<file path="config.mk">
export PLATFORM = sky130hd
export DESIGN_NAME = pqd_front
export DESIGN_NICKNAME = d
export VERILOG_FILES = /design/src/rtl/pqd_pkg.sv /design/src/rtl/pqd_front.sv
export SDC_FILE = /design/constraint.sdc
export NUM_CORES = 1
export LEC_CHECK = 0
export ABC_AREA = 1
export BUFFER_PORTS_ARGS = -buffer_cell sky130_fd_sc_hd__buf_2
export CAP_MARGIN = 15
export CORE_MARGIN = 2
export CORE_UTILIZATION = 55
export CTS_BUF_LIST = sky130_fd_sc_hd__clkbuf_4 sky130_fd_sc_hd__clkbuf_8
export CTS_CLUSTER_SIZE = 28
export DETAILED_ROUTE_END_ITERATION = 16
export GPL_TIMING_DRIVEN = 0
export PLACE_DENSITY = 0.77
export SLEW_MARGIN = 10
export SYNTH_ARGS = -nofsm -noshare
export SYNTH_HDL_FRONTEND = slang
export SYNTH_SLANG_ARGS = --single-unit
</file>
<file path="constraint.sdc">
create_clock -name i_clk -period 10.76 [get_ports i_clk]
set_clock_uncertainty 0.1 [all_clocks]
set_input_delay 1.614 -clock i_clk [delete_from_list [all_inputs] [get_ports i_clk]]
set_output_delay 1.614 -clock i_clk [all_outputs]
set_load 0.01 [all_outputs]
</file>
<file path="src/rtl/pqd_pkg.sv">
`timescale 1ns / 1ps
// Package for the palette quantizer and dirty cell packer.
// Holds sizes, item and command types, the fixed color table and address helpers.
// No dependencies.
package pqd_pkg;

    // Sizes
    localparam int NUM_PALETTES  = 14;
    localparam int FRAME_CELLS   = 8000;
    localparam int PAL_ENTRIES   = 256;
    localparam int MAP_DEPTH     = NUM_PALETTES * PAL_ENTRIES;
    localparam int MAP_AW        = (MAP_DEPTH > 1) ? $clog2(MAP_DEPTH) : 1;
    localparam int SHADOW_AW     = (FRAME_CELLS > 1) ? $clog2(FRAME_CELLS) : 1;
    localparam int CELL_W        = 13;
    localparam int SEL_W         = 4;
    localparam int CODE_W        = 4;
    localparam int PIX_W         = 8;
    localparam int LEVEL_W       = 8;
    localparam int DIST_W        = 10;
    localparam int ROOT_W        = 5;
    localparam int NUM_COLORS    = 16;
    localparam int QUEUE_DEPTH   = 4;
    localparam int QUEUE_AW      = 2;

    // Values
    localparam logic [PIX_W-1:0]  SHADOW_RESET = 8'hDE;
    localparam logic [5:0]        LVL_LO       = 6'h15;
    localparam logic [5:0]        LVL_MID      = 6'h2A;
    localparam logic [5:0]        LVL_HI       = 6'h3F;
    localparam logic [SEL_W:0]    NUM_PAL_V    = (SEL_W+1)'(NUM_PALETTES);
    localparam logic [CELL_W-1:0] LAST_CELL    = CELL_W'(FRAME_CELLS - 1);

    typedef enum logic {
        OP_MATCH = 1'b0,
        OP_PIXEL = 1'b1
    } t_op;

    typedef struct packed {
        t_op                op;
        logic [SEL_W-1:0]   palette_number;
        logic [PIX_W-1:0]   color_index;
        logic [LEVEL_W-1:0] red_level;
        logic [LEVEL_W-1:0] green_level;
        logic [LEVEL_W-1:0] blue_level;
        logic [PIX_W-1:0]   left_pixel;
        logic [PIX_W-1:0]   right_pixel;
    } t_in_item;

    typedef struct packed {
        logic [CELL_W-1:0] cell_index;
        logic [PIX_W-1:0]  cell_byte;
    } t_out_item;

    // Command passed from the front end to the back end
    typedef struct packed {
        t_op               op;
        logic [MAP_AW-1:0] map_addr;
        logic [CODE_W-1:0] code;
        logic [PIX_W-1:0]  left_pixel;
        logic [PIX_W-1:0]  right_pixel;
    } t_cmd;

    // Fixed 16-color set, packed as {red, green, blue}
    function automatic logic [17:0] fixed_color(input logic [CODE_W-1:0] j);
        logic [17:0] c;
        unique case (j)
            4'd0:    c = {6'h00,   6'h00,   6'h00};
            4'd1:    c = {6'h00,   6'h00,   LVL_MID};
            4'd2:    c = {6'h00,   LVL_MID, 6'h00};
            4'd3:    c = {6'h00,   LVL_MID, LVL_MID};
            4'd4:    c = {LVL_MID, 6'h00,   6'h00};
            4'd5:    c = {LVL_MID, 6'h00,   LVL_MID};
            4'd6:    c = {LVL_MID, LVL_LO,  6'h00};
            4'd7:    c = {LVL_MID, LVL_MID, LVL_MID};
            4'd8:    c = {LVL_LO,  LVL_LO,  LVL_LO};
            4'd9:    c = {LVL_LO,  LVL_LO,  LVL_HI};
            4'd10:   c = {LVL_LO,  LVL_HI,  LVL_LO};
            4'd11:   c = {LVL_LO,  LVL_HI,  LVL_HI};
            4'd12:   c = {LVL_HI,  LVL_LO,  LVL_LO};
            4'd13:   c = {LVL_HI,  LVL_LO,  LVL_HI};
            4'd14:   c = {LVL_HI,  LVL_HI,  LVL_LO};
            default: c = {LVL_HI,  LVL_HI,  LVL_HI};
        endcase
        return c;
    endfunction

    // Color map address: palette * 256 + pixel
    function automatic logic [MAP_AW-1:0] map_addr(input logic [SEL_W-1:0] pal,
                                                   input logic [PIX_W-1:0] pix);
        logic [SEL_W+PIX_W-1:0] full;
        full = {pal, pix};
        return full[MAP_AW-1:0];
    endfunction

endpackage

</file>
<file path="src/rtl/pqd_front.sv">
`timescale 1ns / 1ps
// Front end: accepts requests, forwards pixel pairs, and runs the nearest
// color search (L1 distance, floor square root) for match requests. Uses pqd_pkg.
module pqd_front (
    input  logic              i_clk,
    input  logic              i_rst_n,
    input  logic              i_valid,
    output logic              o_ready,
    input  pqd_pkg::t_in_item i_item,
    output logic              o_push_valid,
    input  logic              i_push_ready,
    output pqd_pkg::t_cmd     o_push_cmd
);
    import pqd_pkg::*;

    typedef enum logic [3:0] {
        S_IDLE = 4'b0001,
        S_DIST = 4'b0010,
        S_ROOT = 4'b0100,
        S_PUSH = 4'b1000
    } t_fstate;

    t_fstate             r_state, n_state;
    logic [CODE_W-1:0]   r_j, n_j;
    logic [LEVEL_W-1:0]  r_red, r_green, r_blue;
    logic [SEL_W-1:0]    r_pal;
    logic [PIX_W-1:0]    r_idx;
    logic [DIST_W-1:0]   r_dist, n_dist;
    logic [ROOT_W-1:0]   r_root, n_root;
    logic [ROOT_W-1:0]   r_bit, n_bit;
    logic [ROOT_W-1:0]   r_best, n_best;
    logic [CODE_W-1:0]   r_code, n_code;

    logic [17:0]         color;
    logic [LEVEL_W-1:0]  ad_r, ad_g, ad_b;
    logic [ROOT_W-1:0]   trial;
    logic [DIST_W-1:0]   trial_sq;
    logic [ROOT_W-1:0]   root_next;
    logic                accept;
    logic                pal_ok;

    function automatic logic [LEVEL_W-1:0] abs_diff(input logic [LEVEL_W-1:0] a,
                                                     input logic [LEVEL_W-1:0] b);
        return (a > b) ? (a - b) : (b - a);
    endfunction

    assign color = fixed_color(r_j);
    assign ad_r  = abs_diff({2'b00, color[17:12]}, r_red);
    assign ad_g  = abs_diff({2'b00, color[11:6]},  r_green);
    assign ad_b  = abs_diff({2'b00, color[5:0]},   r_blue);

    // One root bit per cycle: keep the trial bit if its square fits
    assign trial     = r_root | r_bit;
    assign trial_sq  = {5'b0, trial} * {5'b0, trial};
    assign root_next = (trial_sq <= r_dist) ? trial : r_root;

    assign pal_ok  = ({1'b0, r_pal} < NUM_PAL_V);
    assign o_ready = (r_state == S_IDLE) && i_push_ready;
    assign accept  = i_valid && o_ready;

    // Pixel pairs go straight to the queue; finished matches push their map write when the palette number is in range
    always_comb begin
        o_push_valid = 1'b0;
        o_push_cmd   = '0;
        if (r_state == S_PUSH) begin
            o_push_valid        = pal_ok;
            o_push_cmd.op       = OP_MATCH;
            o_push_cmd.map_addr = map_addr(r_pal, r_idx);
            o_push_cmd.code     = r_code;
        end else if (r_state == S_IDLE) begin
            o_push_valid           = i_valid && (i_item.op == OP_PIXEL);
            o_push_cmd.op          = OP_PIXEL;
            o_push_cmd.left_pixel  = i_item.left_pixel;
            o_push_cmd.right_pixel = i_item.right_pixel;
        end
    end

    // Search sequencer
    always_comb begin
        n_state = r_state;
        n_j     = r_j;
        n_dist  = r_dist;
        n_root  = r_root;
        n_bit   = r_bit;
        n_best  = r_best;
        n_code  = r_code;
        unique case (r_state)
            S_IDLE: begin
                if (accept && (i_item.op == OP_MATCH)) begin
                    n_state = S_DIST;
                    n_j     = '0;
                end
            end
            S_DIST: begin
                n_dist  = DIST_W'(ad_r) + DIST_W'(ad_g) + DIST_W'(ad_b);
                n_root  = '0;
                n_bit   = ROOT_W'(1) << (ROOT_W - 1);
                n_state = S_ROOT;
            end
            S_ROOT: begin
                n_root = root_next;
                n_bit  = r_bit >> 1;
                if (r_bit[0]) begin
                    // Strictly smaller root wins, so ties keep the earlier color
                    if ((r_j == '0) || (root_next < r_best)) begin
                        n_best = root_next;
                        n_code = r_j;
                    end
                    if (r_j == CODE_W'(NUM_COLORS - 1)) begin
                        n_state = S_PUSH;
                    end else begin
                        n_j     = r_j + 1'b1;
                        n_state = S_DIST;
                    end
                end
            end
            S_PUSH: begin
                if (!pal_ok || i_push_ready) begin
                    n_state = S_IDLE;
                end
            end
            default: n_state = S_IDLE;
        endcase
    end

    // Control state
    always_ff @(posedge i_clk) begin
        if (!i_rst_n) begin
            r_state <= S_IDLE;
        end else begin
            r_state <= n_state;
        end
    end

    // Datapath registers
    always_ff @(posedge i_clk) begin
        r_j    <= n_j;
        r_dist <= n_dist;
        r_root <= n_root;
        r_bit  <= n_bit;
        r_best <= n_best;
        r_code <= n_code;
        if (accept && (i_item.op == OP_MATCH)) begin
            r_red   <= i_item.red_level;
            r_green <= i_item.green_level;
            r_blue  <= i_item.blue_level;
            r_pal   <= i_item.palette_number;
            r_idx   <= i_item.color_index;
        end
    end

endmodule

</file>
# == After elaboration in Yosys (flattened, before gate mapping) ==
# Memory sizes are Yosys's and may differ from the RTL's. A register that Yosys moved wholly into a read port is not among the register bits.
# Index checks and enable logic that the tools add are counted.
# totals
regBits,73
romBits,288
output_inout_bits,35
word_cells,76
n_memories,1
# op_classes
n_addsub,9
multipliers,1
order_cmp,6
eq_ne,9
muxes,23
n_bitwise,2
n_reduce_logical,13
# memory_table
name,words,word_bits,read_ports,rd_ports_with_merged_regs,wr,line_no,rtl
(name not given),16,18,1,1,0,pqd_pkg.sv:66,unique case (j)
# op_table
cell,n
$mux W16,3
$mux W4,8
$gt A6 B8 Y1,3
$mux W8,3
$sub A6 B8 Y8,3
$sub A8 B6 Y8,3
$pmux W5 S2,2
$pmux W4 S4,1
$add A9 B8 Y10,1
$le A10 B10 Y1,1
$mul A5 B5 Y10,1
$add A8 B8 Y9,1
$eq A4 B4 Y1 const B,2
$pmux W4 S2,1
$reduce_and A3 Y1,2
$lt A5 B5 Y1,1
$mux W5,1
$or A5 B5 Y5,1
$add A4 B1 Y4 const B,1
$eq A4 B1 Y1 const B,1
$eq A4 B2 Y1 const B,1
$eq A4 B3 Y1 const B,1
$logic_and A1 B1 Y1,4
$logic_not A4 Y1,1
9 further kinds,16

# == Depth between registers and ports, before layout ==
# depth
ltp_word,7
depth_mapped,30

# == Least setup slack after synthesis ==
# OpenSTA, ideal clock, no wires.
# synth_timing
path_kind,reg-to-reg
start,register r_bit[3]
end,register r_best[0] (enable)
setup_ps,378
arrival_ps,5467
required_ps,10282
slack_ps,4815
stages_incl_launch_ff,30
n_path_buf,0
path_cell_list,edfxtp_1 nor2_1 inv_1 nand2_1 fa_1 fa_1 fa_1 inv_1 ha_1 nand2_1 o21ai_2 nand3_1 nand2_1 nand2_1 a21oi_1 xor2_1 ha_1 nand2_1 nor2_1 nand3_1 nand3_1 nand2_1 o21ai_0 inv_1 ha_1 nand2_1 nor2_1 a211oi_1 nand2_1 a21oi_1
# synth_between
elab_chain_len,7
# synth_rtl
item,line_no,rtl
"start, declared",pqd_front.sv:30,"logic [ROOT_W-1:0] r_bit, n_bit;"
"start signal, assigned",pqd_front.sv:140,r_bit <= n_bit;
$or A5 B5 Y5,pqd_front.sv:53,assign trial = r_root | r_bit;
$mul A5 B5 Y10,pqd_front.sv:54,"assign trial_sq = {5'b0, trial} * {5'b0, trial};"
$le A10 B10 Y1,pqd_front.sv:55,assign root_next = (trial_sq <= r_dist) ? trial : r_root;
$mux W5,pqd_front.sv:55,
net root_next[4],pqd_front.sv:38,logic [ROOT_W-1:0] root_next;
$lt A5 B5 Y1,pqd_front.sv:105,if ((r_j == '0) || (root_next < r_best)) begin
$logic_or A1 B1 Y1,pqd_front.sv:105,
$reduce_and A3 Y1 (no source line),-,
"end signal, assigned",pqd_front.sv:141,r_best <= n_best;
"end, declared",pqd_front.sv:31,"logic [ROOT_W-1:0] r_best, n_best;"
# The timed path passes the listed nets, and every way through them passes these cells.
# A chain may end at the register's enable or synchronous reset.

# == Worst setup path after layout ==
# layout_timing
start,register r_bit[3]
end,register r_best[1] (enable)
# The elaborated chain is that of the path after synthesis.

==> flow_summary.json <==
{
  "status": "finished clean",
  "die_w_um": 110,
  "ctsResizeCount": 0,
  "cts_buffers": 9,
  "power.net_switching_mw": 1.19,
  "globalplace.congestion": 0.864,
  "yosysSeqAreaShare_pct": 36.7,
  "ant_nets": 0,
  "ios": 92,
  "top_usage_layer": "met2",
  "maxSlewHeadroom_pct": 42.3,
  "wire_per_inst_um": 12.8,
  "period_share_pct": 63.7,
  "setup_tns_ps": 0,
  "power_frac_clock_pct": 9.2,
  "cts_root_buf": "clkbuf_8",
  "fin_nets": 983,
  "synth.avg_cell_area_sq_um": 8.38,
  "cts.path.max_buffers": 2,
  "area_delta_synth_final_pct": 14.3,
  "yosys_warnings": 0,
  "grt_antenna_before_repair": 0,
  "cpMostUsedCell": "nand2_1",
  "rows": 38,
  "drive_gt1_share_pct": 16.7,
  "cp_data_required_time_ps": 10670,
  "cts_tree": "built",
  "critPathMaxFanout": 9,
  "ys_ff_latch": 78,
  "setup_viol": 0,
  "layout.cells.most_common": "inv_1",
  "pwr-share-comb_pct": 69.7,
  "path_clk_slew_ps": 90,
  "diodes": 0,
  "cp_top_family": "adder cells",
  "io_buffers": 91,
  "crit_slowest_cell": "a21oi_1",
  "synth_top_family_by_area": "adder cells",
  "fmax_mhz": 146,
  "irDropWorstVdd_mv": 0.256,
  "die-area_sq_mm": 0.0120,
  "dr.pass1.iters": 5,
  "setup.worst_path.class": "flip-flop to flip-flop",
  "grt_use_met3_pct": 5.10,
  "slew_viol_final": 0,
  "via_count": 4950,
  "drtIter0Drc": 223,
  "syn_nets": 876,
  "htree_levels": 3,
  "grt_use_met2_pct": 37.0,
  "endpoint_kind": "flip-flop",
  "viasPerCell": 5.03,
  "min_path_type": "flip-flop to flip-flop",
  "ys_types": 39,
  "grtUsageTotal_pct": 21.8,
  "async_reset_ff_share_pct": 0,
  "final_area_sq_mm": 0.00701,
  "grt_start_max_net_pins": 15,
  "cts_num_sinks": 78,
  "synthMuxAreaShare_pct": 0,
  "p_int_mw": 1.26,
  "synth-simple-area-share_pct": 17.5,
  "final_cell_mix": "inv_1 (169), nand2_1 (115), buf_2 (96), nor2_1 (90), edfxtp_1 (69)",
  "crit_path_start_kind": "flip-flop",
  "power_density_mw_per_mm2": 350,
  "period_minus_slack_ps": 6850,
  "hold_violations": 0,
  "cp_num_buf_inv": 3,
  "crit_arrival_ps": 6760,
  "synth_edf_count": 69,
  "rsz0062_at_grt": "false",
  "worst_pin_slew_ps": 866,
  "drc_errors": 0,
  "dpl.hpwl_mm": 10.4,
  "place_area_sq_mm": 0.00680,
  "synthCells": 732,
  "synthAdderAreaFrac_pct": 20.1,
  "slowest_delay_ps": 680,
  "fp.dieH_um": 110,
  "syn_area_sq_mm": 0.00613,
  "grt_use_met1_pct": 27.3,
  "overflow": 0,
  "routed_wl_mm": 12.6,
  "grt_pass1_wl_mm": 20.6,
  "synthXorXnorAreaFrac_pct": 4.86,
  "cap_violations": 0,
  "power_leakage_nw": 3.66,
  "grt_pass1_vias": 4833,
  "final_util_pct": 64.6,
  "core_area_sq_mm": 0.0108,
  "cts_setup_buffers": 0,
  "switching_share_pct": 48.7,
  "pwr-share-seq_pct": 21.0,
  "synth_compound_area_share_pct": 9.49,
  "hold_depth": 0,
  "insertion_delay_ps": 370,
  "initial_core_util_pct": 56.6,
  "path_depth": 29,
  "synth_ff_type": "edfxtp_1",
  "hold_buffers": 0,
  "r2r_cells": 29
}
-- final cells by class --
type	count	area (sq um)
fill	929	3830
multi-input combinational	472	3190
sequential	78	2250
inverter	173	649
timing repair buffer	96	490
tap	140	175
clock buffer	10	131
clock inverter	6	71.3
buffer	9	46.3
-- worst reg2reg max path, delay by kind of cell, from the launching register on --
kind / cells / cell delay (ps)
fa+ha+maj: 6 / 2340
compound gates: 6 / 1680
xor+xnor: 1 / 100
simple gates: 13 / 1600
flops: 1 / 400
buf+inv: 3 / 300
-- power groups by stage --
| stage | clock (mW) | combinational, mW | sequential (mW) |
|---|---|---|---|
| CTS | 0.232 | 1.70 | 0.516 |
| detailed placement | 0 | 1.68 | 0.522 |
| floorplan | 0 | 1.32 | 0.509 |
| global placement | 0 | 1.60 | 0.523 |
| global route | 0.243 | 1.96 | 0.522 |
| finish | 0.226 | 1.71 | 0.516 |
-- Yosys cell counts (2+ instances only) --
master    count  area [sq um]
nand3_1      18          90.1
nand4_1       4          25.0
or2_2         2          12.5
dfxtp_1       9           180
nor3_1       11          55.1
nand3_4       2          35.0
fa_1         19           380
o21ai_0      22           110
nor4_1        2          12.5
o221ai_1      4          35.0
nand2_1     115           432
ha_1         68           851
a21o_1        2          15.0
nand2_2       6          37.5
xor2_1       26           228
edfxtp_1     69          2070
a21oi_1      48           240
o21bai_1      4          30.0
xnor2_1       8          70.1
buf_2         4          20.0
o211ai_1      4          30.0
nor2_1       90           338
a31oi_1       3          18.8
o21ai_2       2          17.5
nor2_4        2          22.5
inv_2         4          15.0
clkbuf_1      3          11.3
buf_4         2          15.0
inv_1       169           634
-- stage by stage --
stage / std cells / hold slack [ps] / power (mW) / setup slack (ps)
floorplan: 732 / 375 / 1.82 / 4820
CTS: 984 / 450 / 2.45 / 3900
global route: 984 / 484 / 2.73 / 3400
detailed placement: 968 / 431 / 2.20 / 3910
global placement: 963 / 427 / 2.13 / 3560
finish: 984 / 453 / 2.45 / 3910
-- final timing paths --
kind	from	end	slack, ps
worst max-delay path	r_bit[3]	r_best[1]	3910
worst min-delay path	r_j[3]	r_code[3]	450
worst max register to register	r_bit[3]	r_best[1]	3910
worst min register to register	r_j[3]	r_code[3]	450
-- flip-flops by register name (all words and copies together), names as in the netlist, 5 cells and up --
| register | flops |
|---|---|
| r_red | 8 |
| r_dist | 10 |
| r_idx | 8 |
| r_green | 8 |
| r_bit | 5 |
| color | 5 |
| r_best | 5 |
| r_root | 5 |
| r_blue | 8 |
-- cell families after synthesis --
kind of cell / count (synthesis)
buffers and inverters: 182
flip-flops: 78
XOR/XNOR: 34
AND/OR/NAND/NOR: 253
adder cells (fa/ha/maj): 87
AO/OA/AOI/OAI: 98
-- routing by layer --
layer | vias up | routed length [um]
met1 | 2299 | 5450
li1 | 2534 | -
met4 | 0 | 221
met2 | 98 | 6480
met5 | - | 0
met3 | 19 | 445
Note: power is estimated with default switching activity, not from simulation.
