===== src/rtl/pqd_pkg.sv =====
`timescale 1ns / 1ps
// Package for the palette quantizer and dirty cell packer.
// Holds sizes, item and command types, the fixed color table and address helpers.
// No dependencies.
package pqd_pkg;

    // Sizes
    localparam int NUM_PALETTES  = 14;
    localparam int FRAME_CELLS   = 8000;
    localparam int PAL_ENTRIES   = 256;
    localparam int MAP_DEPTH     = NUM_PALETTES * PAL_ENTRIES;
    localparam int MAP_AW        = (MAP_DEPTH > 1) ? $clog2(MAP_DEPTH) : 1;
    localparam int SHADOW_AW     = (FRAME_CELLS > 1) ? $clog2(FRAME_CELLS) : 1;
    localparam int CELL_W        = 13;
    localparam int SEL_W         = 4;
    localparam int CODE_W        = 4;
    localparam int PIX_W         = 8;
    localparam int LEVEL_W       = 8;
    localparam int DIST_W        = 10;
    localparam int ROOT_W        = 5;
    localparam int NUM_COLORS    = 16;
    localparam int QUEUE_DEPTH   = 4;
    localparam int QUEUE_AW      = 2;

    // Values
    localparam logic [PIX_W-1:0]  SHADOW_RESET = 8'hDE;
    localparam logic [5:0]        LVL_LO       = 6'h15;
    localparam logic [5:0]        LVL_MID      = 6'h2A;
    localparam logic [5:0]        LVL_HI       = 6'h3F;
    localparam logic [SEL_W:0]    NUM_PAL_V    = (SEL_W+1)'(NUM_PALETTES);
    localparam logic [CELL_W-1:0] LAST_CELL    = CELL_W'(FRAME_CELLS - 1);

    typedef enum logic {
        OP_MATCH = 1'b0,
        OP_PIXEL = 1'b1
    } t_op;

    typedef struct packed {
        t_op                op;
        logic [SEL_W-1:0]   palette_number;
        logic [PIX_W-1:0]   color_index;
        logic [LEVEL_W-1:0] red_level;
        logic [LEVEL_W-1:0] green_level;
        logic [LEVEL_W-1:0] blue_level;
        logic [PIX_W-1:0]   left_pixel;
        logic [PIX_W-1:0]   right_pixel;
    } t_in_item;

    typedef struct packed {
        logic [CELL_W-1:0] cell_index;
        logic [PIX_W-1:0]  cell_byte;
    } t_out_item;

    // Command passed from the front end to the back end
    typedef struct packed {
        t_op               op;
        logic [MAP_AW-1:0] map_addr;
        logic [CODE_W-1:0] code;
        logic [PIX_W-1:0]  left_pixel;
        logic [PIX_W-1:0]  right_pixel;
    } t_cmd;

    // Fixed 16-color set, packed as {red, green, blue}
    function automatic logic [17:0] fixed_color(input logic [CODE_W-1:0] j);
        logic [17:0] c;
        unique case (j)
            4'd0:    c = {6'h00,   6'h00,   6'h00};
            4'd1:    c = {6'h00,   6'h00,   LVL_MID};
            4'd2:    c = {6'h00,   LVL_MID, 6'h00};
            4'd3:    c = {6'h00,   LVL_MID, LVL_MID};
            4'd4:    c = {LVL_MID, 6'h00,   6'h00};
            4'd5:    c = {LVL_MID, 6'h00,   LVL_MID};
            4'd6:    c = {LVL_MID, LVL_LO,  6'h00};
            4'd7:    c = {LVL_MID, LVL_MID, LVL_MID};
            4'd8:    c = {LVL_LO,  LVL_LO,  LVL_LO};
            4'd9:    c = {LVL_LO,  LVL_LO,  LVL_HI};
            4'd10:   c = {LVL_LO,  LVL_HI,  LVL_LO};
            4'd11:   c = {LVL_LO,  LVL_HI,  LVL_HI};
            4'd12:   c = {LVL_HI,  LVL_LO,  LVL_LO};
            4'd13:   c = {LVL_HI,  LVL_LO,  LVL_HI};
            4'd14:   c = {LVL_HI,  LVL_HI,  LVL_LO};
            default: c = {LVL_HI,  LVL_HI,  LVL_HI};
        endcase
        return c;
    endfunction

    // Color map address: palette * 256 + pixel
    function automatic logic [MAP_AW-1:0] map_addr(input logic [SEL_W-1:0] pal,
                                                   input logic [PIX_W-1:0] pix);
        logic [SEL_W+PIX_W-1:0] full;
        full = {pal, pix};
        return full[MAP_AW-1:0];
    endfunction

endpackage


===== src/rtl/pqd_queue.sv =====
`timescale 1ns / 1ps
// Small command FIFO between front and back end.
// Uses pqd_pkg for the command type and depth.
module pqd_queue (
    input  logic          i_clk,
    input  logic          i_rst_n,
    input  logic          i_push_valid,
    output logic          o_push_ready,
    input  pqd_pkg::t_cmd i_push_cmd,
    output logic          o_pop_valid,
    input  logic          i_pop_ready,
    output pqd_pkg::t_cmd o_pop_cmd
);
    import pqd_pkg::*;

    t_cmd                r_mem [QUEUE_DEPTH];
    logic [QUEUE_AW-1:0] r_wptr, r_rptr;
    logic [QUEUE_AW:0]   r_count;
    logic                push, pop;

    assign o_push_ready = (r_count != (QUEUE_AW+1)'(QUEUE_DEPTH));
    assign o_pop_valid  = (r_count != '0);
    assign o_pop_cmd    = r_mem[r_rptr];
    assign push         = i_push_valid && o_push_ready;
    assign pop          = o_pop_valid && i_pop_ready;

    // Pointers and fill count
    always_ff @(posedge i_clk) begin
        if (!i_rst_n) begin
            r_wptr  <= '0;
            r_rptr  <= '0;
            r_count <= '0;
        end else begin
            if (push) begin
                r_wptr <= r_wptr + 1'b1;
            end
            if (pop) begin
                r_rptr <= r_rptr + 1'b1;
            end
            if (push && !pop) begin
                r_count <= r_count + 1'b1;
            end else if (pop && !push) begin
                r_count <= r_count - 1'b1;
            end
        end
    end

    // Entry storage
    always_ff @(posedge i_clk) begin
        if (push) begin
            r_mem[r_wptr] <= i_push_cmd;
        end
    end

endmodule


===== config.mk =====
export PLATFORM = sky130hd
export DESIGN_NAME = pqd_queue
export DESIGN_NICKNAME = d
export VERILOG_FILES = /design/src/rtl/pqd_pkg.sv /design/src/rtl/pqd_queue.sv
export SDC_FILE = /design/constraint.sdc
export NUM_CORES = 1
export LEC_CHECK = 0
export BUFFER_PORTS_ARGS = -buffer_cell sky130_fd_sc_hd__clkbuf_2
export CELL_PAD_IN_SITES_DETAIL_PLACEMENT = 1
export CELL_PAD_IN_SITES_GLOBAL_PLACEMENT = 1
export CORE_MARGIN = 10
export CORE_UTILIZATION = 30
export CTS_CLUSTER_DIAMETER = 30
export DETAILED_ROUTE_END_ITERATION = 7
export GPL_TIMING_DRIVEN = 0
export PLACE_DENSITY = 0.56
export SLEW_MARGIN = 15
export SYNTH_ARGS = -nofsm -noshare
export SYNTH_HDL_FRONTEND = slang
export SYNTH_SLANG_ARGS = --single-unit

===== constraint.sdc =====
create_clock -name i_clk -period 2.73 [get_ports i_clk]
set_input_delay 0.819 -clock i_clk [delete_from_list [all_inputs] [get_ports i_clk]]
set_output_delay 0.819 -clock i_clk [all_outputs]
set_load 0.02 [all_outputs]

# Word-level counts from Yosys, hierarchy flattened
# Memories as Yosys holds them, arrays and structs flattened. A register that Yosys moved wholly into a read port is not among the register bits.
# Cells that the tools add are included.
[totals]
regBits = 7
elab_cells = 23
output_inout_bits = 35
in_bits = 37
memories = 1
ram_bits = 132
[op_classes]
n_mux = 6
addsub = 4
eq_ne = 1
n_reduce_logical = 8
[memory_table]
columns = ["memory", "words", "word_bits", "rd", "rd_clocked_by_memory_dff", "wr", "line", "source"]
rows = [
  ["r_mem", 4, 33, 1, 1, 1, "pqd_queue.sv:16", "t_cmd r_mem [QUEUE_DEPTH];"],
]
[ops]
columns = ["cell", "count"]
rows = [
  ["3-bit 2-to-1 mux", 2],
  ["2-bit by 1-bit adder with 2-bit output (second input constant)", 2],
  ["1-bit logical AND", 4],
  ["2-bit 2-to-1 mux", 2],
  ["3-bit by 1-bit adder with 3-bit output (second input constant)", 1],
  ["3-bit inequality test (second input constant)", 1],
  ["3-bit nonzero test", 1],
  ["3-bit by 1-bit subtractor with 3-bit output (second input constant)", 1],
  ["1-bit logical NOT", 2],
  ["1-bit 2-to-1 mux", 2],
  ["2-bit nonzero test", 1],
]

# Depth between registers and ports, before layout
# Gate-level depths: netlist of run 1.
[logic_depth]
depth_word = 6
depth_mapped = 8
mapped_depth_nobuf = 8

# Worst setup path after synthesis of run 1
# Ideal clock, no wire load.
[synth_path]
kind = "input to register"
startpoint = "input port i_push_valid"
endpoint = "register r_count[2]"
slack_ns = 0.357
cell_stages = 7
n_path_buf = 0
required_ns = 2.654
t_arrival_ns = 2.298
setup_ns = 0.076
cell_sequence = "a21boi_2 -> ha_1 -> inv_1 -> fa_1 -> xor2_1 -> or3_1 -> a21boi_0"
[synth_between]
elab_chain_len = 4
word_cells_on_any_way = 6
classes_between = "1 x mux; 5 x reduce/logical"
[synth_lines]
columns = ["element", "line", "source"]
rows = [
  ["from (decl)", "pqd_queue.sv:7", "input logic i_push_valid,"],
  ["1-bit logical AND (*)", "pqd_queue.sv:24", "assign push = i_push_valid && o_push_ready;"],
  ["1-bit logical NOT", "pqd_queue.sv:42", "end else if (pop && !push) begin"],
  ["1-bit logical AND", "pqd_queue.sv:42", ""],
  ["2-bit nonzero test (no line)", "-", ""],
  ["to (signal assigned)", "pqd_queue.sv:41", "r_count <= r_count + 1'b1;"],
  ["to (signal assigned)", "pqd_queue.sv:43", "r_count <= r_count - 1'b1;"],
  ["to (decl)", "pqd_queue.sv:18", "logic [QUEUE_AW:0] r_count;"],
]
# Mark *: on every way between the ends. The rest lies on a longest branch, timed or not.
# A chain may end at the register's enable or synchronous reset.

==> results_dict.tcl, run 1 <==
set metrics [dict create \
    power.density_nw_per_um2 1010 \
    syn-num-nets 264 \
    cts.sinks 141 \
    dpl_cell_area_um2 6040 \
    synth_cells 221 \
    ctsResizeCount 3 \
    path_clk_slew_ps 60 \
    vias 2452 \
    min_period_ps 2590 \
    drv_slew 0 \
    r2r_end "r_count[2]" \
    power_mw 6.68 \
    synth_top_cell_area_share_pct 74.7 \
    cts_hold_repair.buffers 0 \
    cp-end-kind "output pin" \
    syn_avg_cell_area_um2 24.0 \
    place_congestion 0.639 \
    drive_above_1_share_pct 44.5 \
    grt_util_all_layers_pct 9.42 \
    drv_cap 0 \
    p_seq_share_pct 40.7 \
    drt_iter0_drc 94 \
    peakVddDrop_mv 0.425 \
    hold_viol 0 \
    synthTopCellsByArea "edfxtp_1 75%, mux4_2 13%, dfxtp_1 3.4%" \
    final_core_util_pct 38.3 \
    overflow 0 \
    hold_class "flop to flop" \
    yosysUniqueCellTypes 24 \
    reg2reg_slack_ps 340 \
    required_ps 1910 \
    comb_power_share_pct 25.5 \
    multi_input_area_um2 1060 \
    synth_top_cell_by_area "edfxtp_1" \
    area_growth_pct 24.8 \
    clockRootBuffer "clkbuf_16" \
    setup_viol 0 \
    final_common_cell "edfxtp_1" \
    fin_nets 356 \
    p_leak_nw 2.26 \
    layout_common_cells "132 x edfxtp_1, 70 x clkbuf_2, 30 x mux4_2" \
    core-area_um2 17300 \
    insertion_delay_ps 420 \
    arrival_ps 1770 \
    grt_pass1_vias 2869 \
    cts_max_level 4 \
    grt_pass1_wl_um 16400 \
    avgRoutedWirePerCell_um 19.1 \
    fin_area_um2 6620 \
    critPathLaunchType "flop" \
    finalCritPeriodShare_pct 95.0 \
    drcViolationCount 0 \
    setup.worst_path.class "flop to output pin" \
    fmax_ghz 0.386 \
    antenna_found_initial 0 \
    drt-pass1-iter-count 4 \
    cp_max_fo 10 \
    yosys_warnings 0 \
    seq_area_frac_synth_pct 78.1 \
    syn_area_um2 5300 \
    worstMarginPinSlew_ps 595 \
    ios 72 \
    ys_ff_latch 141 \
    die_h_um 153 \
    clkPwrFrac_pct 33.7 \
    p_int_mw 4.81 \
    numCtsBuffers 17 \
    skew_ps 6.98 \
    diodes 0 \
    nFillCells 1687 \
    rows 48 \
    ff2ff_path_depth 8 \
    design.die.area_um2 23400 \
    start_util_pct 30.7 \
    wl_um 10500 \
    grt_max_degree 21 \
    cts_tree "done" \
    fp.dieW_um 153 \
    rsz0062_at_grt "false" \
    rr_startpoint "r_count[0]" \
    antenna_left 0 \
    post-cts-setup-buffers 0 \
    switching_share_pct 28.0 \
    viasPerCell 4.45 \
    worstSetupEndpoint "o_pop_cmd[27]" \
    p_sw_mw 1.87 \
    ff_latch_area_um2 4140 \
    status "finished clean" \
    maxSlewHeadroom_pct 60.3 \
    numPortBuffers 70 \
    clockBufferDepth 2 \
    dp_hpwl_um 6970 \
]
## how the worst min path moves through the flow
stage	endpoint	slack, ps	cells past startpoint	from
4_1_cts	r_wptr[0]	510	2	r_wptr[0]
2_1_floorplan	r_wptr[1]	470	2	r_wptr[1]
3_5_place_dp	r_wptr[0]	500	2	r_wptr[0]
3_3_place_gp	r_wptr[1]	490	2	r_wptr[1]
6_report	r_wptr[0]	510	2	r_wptr[0]
5_1_grt	r_wptr[0]	550	2	r_wptr[0]
## layer usage
metal  vias to the layer above  wire length (um)  GRT usage (%)
li1                       1104                 -              -
met1                      1269              4270           10.2
met2                        66              5460           15.8
met3                        13               634           3.79
met4                         0               167           4.63
met5                         -                 0              0
## synth_stat cells
cell type / instances
a21boi_0: 1
a21boi_2: 1
and2_1: 8
buf_12: 3
buf_2: 3
buf_6: 1
clkbuf_1: 2
dfxtp_1: 9
edfxtp_1: 132
fa_1: 1
ha_1: 5
inv_1: 3
mux2i_1: 3
mux4_1: 3
mux4_2: 30
nand2_1: 5
nor2_1: 1
nor2b_1: 1
o21ai_0: 1
o311ai_2: 1
o31ai_4: 1
or3_1: 2
xnor2_1: 3
xor2_1: 1
## power groups by stage
| stage | clock [mW] | combinational, mW | sequential [mW] |
|---|---|---|---|
| after floorplan | 0 | 1.20 | 2.75 |
| after global placement | 0 | 1.71 | 2.77 |
| after detailed placement | 0 | 1.77 | 2.77 |
| after CTS | 2.33 | 1.78 | 2.72 |
| after global routing | 2.41 | 1.86 | 2.75 |
| final | 2.25 | 1.70 | 2.72 |
## registers in the layout, indices dropped and copies added, names as in the netlist, named ones only
register / flops
r_mem: 132
r_wptr: 2
r_rptr: 2
r_count: 3
## logic make-up after synthesis
logic type               synth area share (%)
multiplexers                             14.8
AO/OA/AOI/OAI                            1.16
adder cells (fa/ha/maj)                  1.56
buffers and inverters                    1.98
flip-flops                               78.1
AND/OR/NAND/NOR                          1.72
XOR/XNOR                                0.661
## worst max-delay path, cell delays in order (launching register included)
cell and delay, ps:
dfxtp_1 320, buf_6 160, buf_12 170, mux4_2 530
clkbuf_2 180
## area by class of cell
| cell class | count | area share (%) |
|---|---|---|
| Sequential cell | 141 | 62.6 |
| Multi-Input combinational cell | 68 | 16.0 |
| Timing Repair Buffer | 74 | 6.73 |
| Clock buffer | 18 | 6.48 |
| Tap cell | 225 | 4.25 |
| Clock inverter | 14 | 2.29 |
| Buffer | 8 | 1.47 |
| Inverter | 3 | 0.170 |
## stage by stage
step           TNS [ps]  worst slack (ps)  instances  hold slack [ps]
6_report              0               136        551              507
5_1_grt               0              64.8        551              554
4_1_cts               0              25.7        552              514
3_5_place_dp          0              53.4        520              505
3_3_place_gp     -65530              -527        516              486
2_1_floorplan         0               357        221              468
Note: power is estimated with default switching activity, not from simulation.
==> inputs of run 2 (changes only) <==
--- a/config.mk
+++ b/config.mk
@@ -13,7 +13,9 @@
 export CTS_CLUSTER_DIAMETER = 30
 export DETAILED_ROUTE_END_ITERATION = 7
 export GPL_TIMING_DRIVEN = 0
+export MAX_ROUTING_LAYER = met4
 export PLACE_DENSITY = 0.56
+export SKIP_LAST_GASP = 1
 export SLEW_MARGIN = 15
 export SYNTH_ARGS = -nofsm -noshare
 export SYNTH_HDL_FRONTEND = slang
==> run 2 against run 1 <==
Effect of this change: die area stayed put; setup slack worse by 2.5 ps; via count is 0.12% higher; critical path depth stayed put; clock skew hardly changed; largest cell class unchanged; hold slack hardly changed; utilization stayed put; total power hardly changed; sequential share of layout area stayed put.
==> results_dict.tcl, run 2 (same netlist as run 1, synthesis figures left out) <==
set metrics [dict create \
    status "finished clean" \
    grt_pass1_vias 2867 \
    power.density_nw_per_um2 1010 \
    critPathLaunchType "flop" \
    min_to "r_wptr[0]" \
    numPortBuffers 70 \
    rr_startpoint "r_count[0]" \
    slowest_stage "mux4_2" \
    clockRootBuffer "clkbuf_16" \
    fmax_ghz 0.385 \
    reg2reg_slack_ps 340 \
    grt_max_degree 21 \
    cts_tree "done" \
    ff_latch_area_um2 4140 \
    wl_um 10500 \
    antenna_found_initial 0 \
    cp_slowest_stage_delay_ps 530 \
    diodes 0 \
    hold_class "flop to flop" \
    drt-pass1-iter-count 4 \
    drt_iter0_drc 94 \
    die_h_um 153 \
    skew_ps 7.44 \
    fp.dieW_um 153 \
    layout_common_cells "132 x edfxtp_1, 70 x clkbuf_2, 30 x mux4_2" \
    core-area_um2 17300 \
    min_period_ps 2600 \
    finalCritPeriodShare_pct 95.1 \
    fin_tns_setup_ps 0 \
    drive_above_1_share_pct 44.5 \
    drcViolationCount 0 \
    place_congestion 0.644 \
    top_regs "r_mem (132), r_count (3)" \
    cp_max_fo 10 \
    placed_cells 520 \
    drv_cap 0 \
    p_sw_mw 1.87 \
    viasPerCell 4.46 \
    layoutNonFillerInstCount 551 \
    insertion_delay_ps 420 \
    comb_power_share_pct 25.5 \
    p_leak_nw 2.26 \
    cts_hold_repair.buffers 0 \
    antenna_left 0 \
    worst_slack_ps 134 \
    ios 72 \
    setup.worst_path.class "flop to output pin" \
    largest_register "r_mem" \
    fin_nets 356 \
    maxSlewHeadroom_pct 60.5 \
    p_seq_share_pct 40.7 \
    dp_hpwl_um 6970 \
    fin_area_um2 6620 \
    clkPwrFrac_pct 33.7 \
    numCtsBuffers 17 \
    start_util_pct 30.7 \
    grt_pass1_wl_um 16500 \
    largest_register_ffs 132 \
    final_common_cell "edfxtp_1" \
    avgRoutedWirePerCell_um 19.1 \
    area_growth_pct 24.8 \
    setup_viol 0 \
    drv_slew 0 \
    grt_util_all_layers_pct 9.72 \
    vias 2455 \
    switching_share_pct 28.0 \
    dp_slack_ps 53.4 \
    p_int_mw 4.81 \
    cts_max_level 4 \
    power_mw 6.68 \
    ff2ff_path_depth 8 \
    arrival_ps 1780 \
    hold_viol 0 \
    overflow 0 \
    peakVddDrop_mv 0.426 \
    multi_input_area_um2 1060 \
    rows 48 \
    worstMarginPinSlew_ps 592 \
    nFillCells 1687 \
    design.die.area_um2 23400 \
    rsz0062_at_grt "false" \
    required_ps 1910 \
    dpl_cell_area_um2 6040 \
    r2r_end "r_count[2]" \
    cp-end-kind "output pin" \
    min_delay_path_depth 2 \
    worstHoldStart "r_wptr[0]" \
    clockBufferDepth 2 \
    path_cells "buf_6 > buf_12 > mux4_2 > clkbuf_2" \
    cts.sinks 141 \
    path_clk_slew_ps 60 \
]
-- run 2: cell counts in the layout (fill, tap and decap cells not counted) --
No cell type changed its count.
-- run 2: final cells by class --
type                            instances  share of cell area, %
Buffer                                  8                   1.47
Clock buffer                           18                   6.48
Clock inverter                         14                   2.29
Inverter                                3                  0.170
Multi-Input combinational cell         68                   16.0
Sequential cell                       141                   62.6
Tap cell                              225                   4.25
Timing Repair Buffer                   74                   6.73
-- run 2: timing repair --
action,CTS,global route
endpoints found under the setup margin,25,25
buffers inserted,0,0
gates resized for setup,3,0
pin swaps,0,0
-- run 2: worst max-delay path: cells and delay by family, from the launching register on --
kind / cells / cell delay (ps)
DFF: 1 / 320
buffers and inverters: 3 / 510
muxes: 1 / 530
-- run 2: metrics by stage --
step	hold slack (ps)	util (%)
finish	508	38.3
global route	554	38.3
CTS	514	38.3
detailed placement	505	34.9
global placement	486	34.3
floorplan	468	-
-- run 2: worst max-delay path by stage --
stage,end,slack (ps)
after floorplan,r_count[2],360
after global placement,r_mem[0][20],-530
after detailed placement,r_count[2],50
after CTS,o_pop_cmd[3],30
after global routing,o_pop_cmd[3],60
final,o_pop_cmd[3],130
-- run 2: power groups by stage --
stage	Sequential, mW	Clock, mW	Combinational, mW
floorplan	2.75	0	1.20
global placement	2.77	0	1.71
detailed placement	2.77	0	1.77
CTS	2.72	2.33	1.78
global route	2.75	2.41	1.85
finish	2.72	2.25	1.71
-- run 2: per-layer routing --
layer	track usage, %	vias to the layer above	share of wire [%]
met1	10.5	1275	42
met3	3.25	15	4.0
li1	-	1105	-
met4	4.77	0	1.7
met5	-	-	0
met2	15.7	60	52
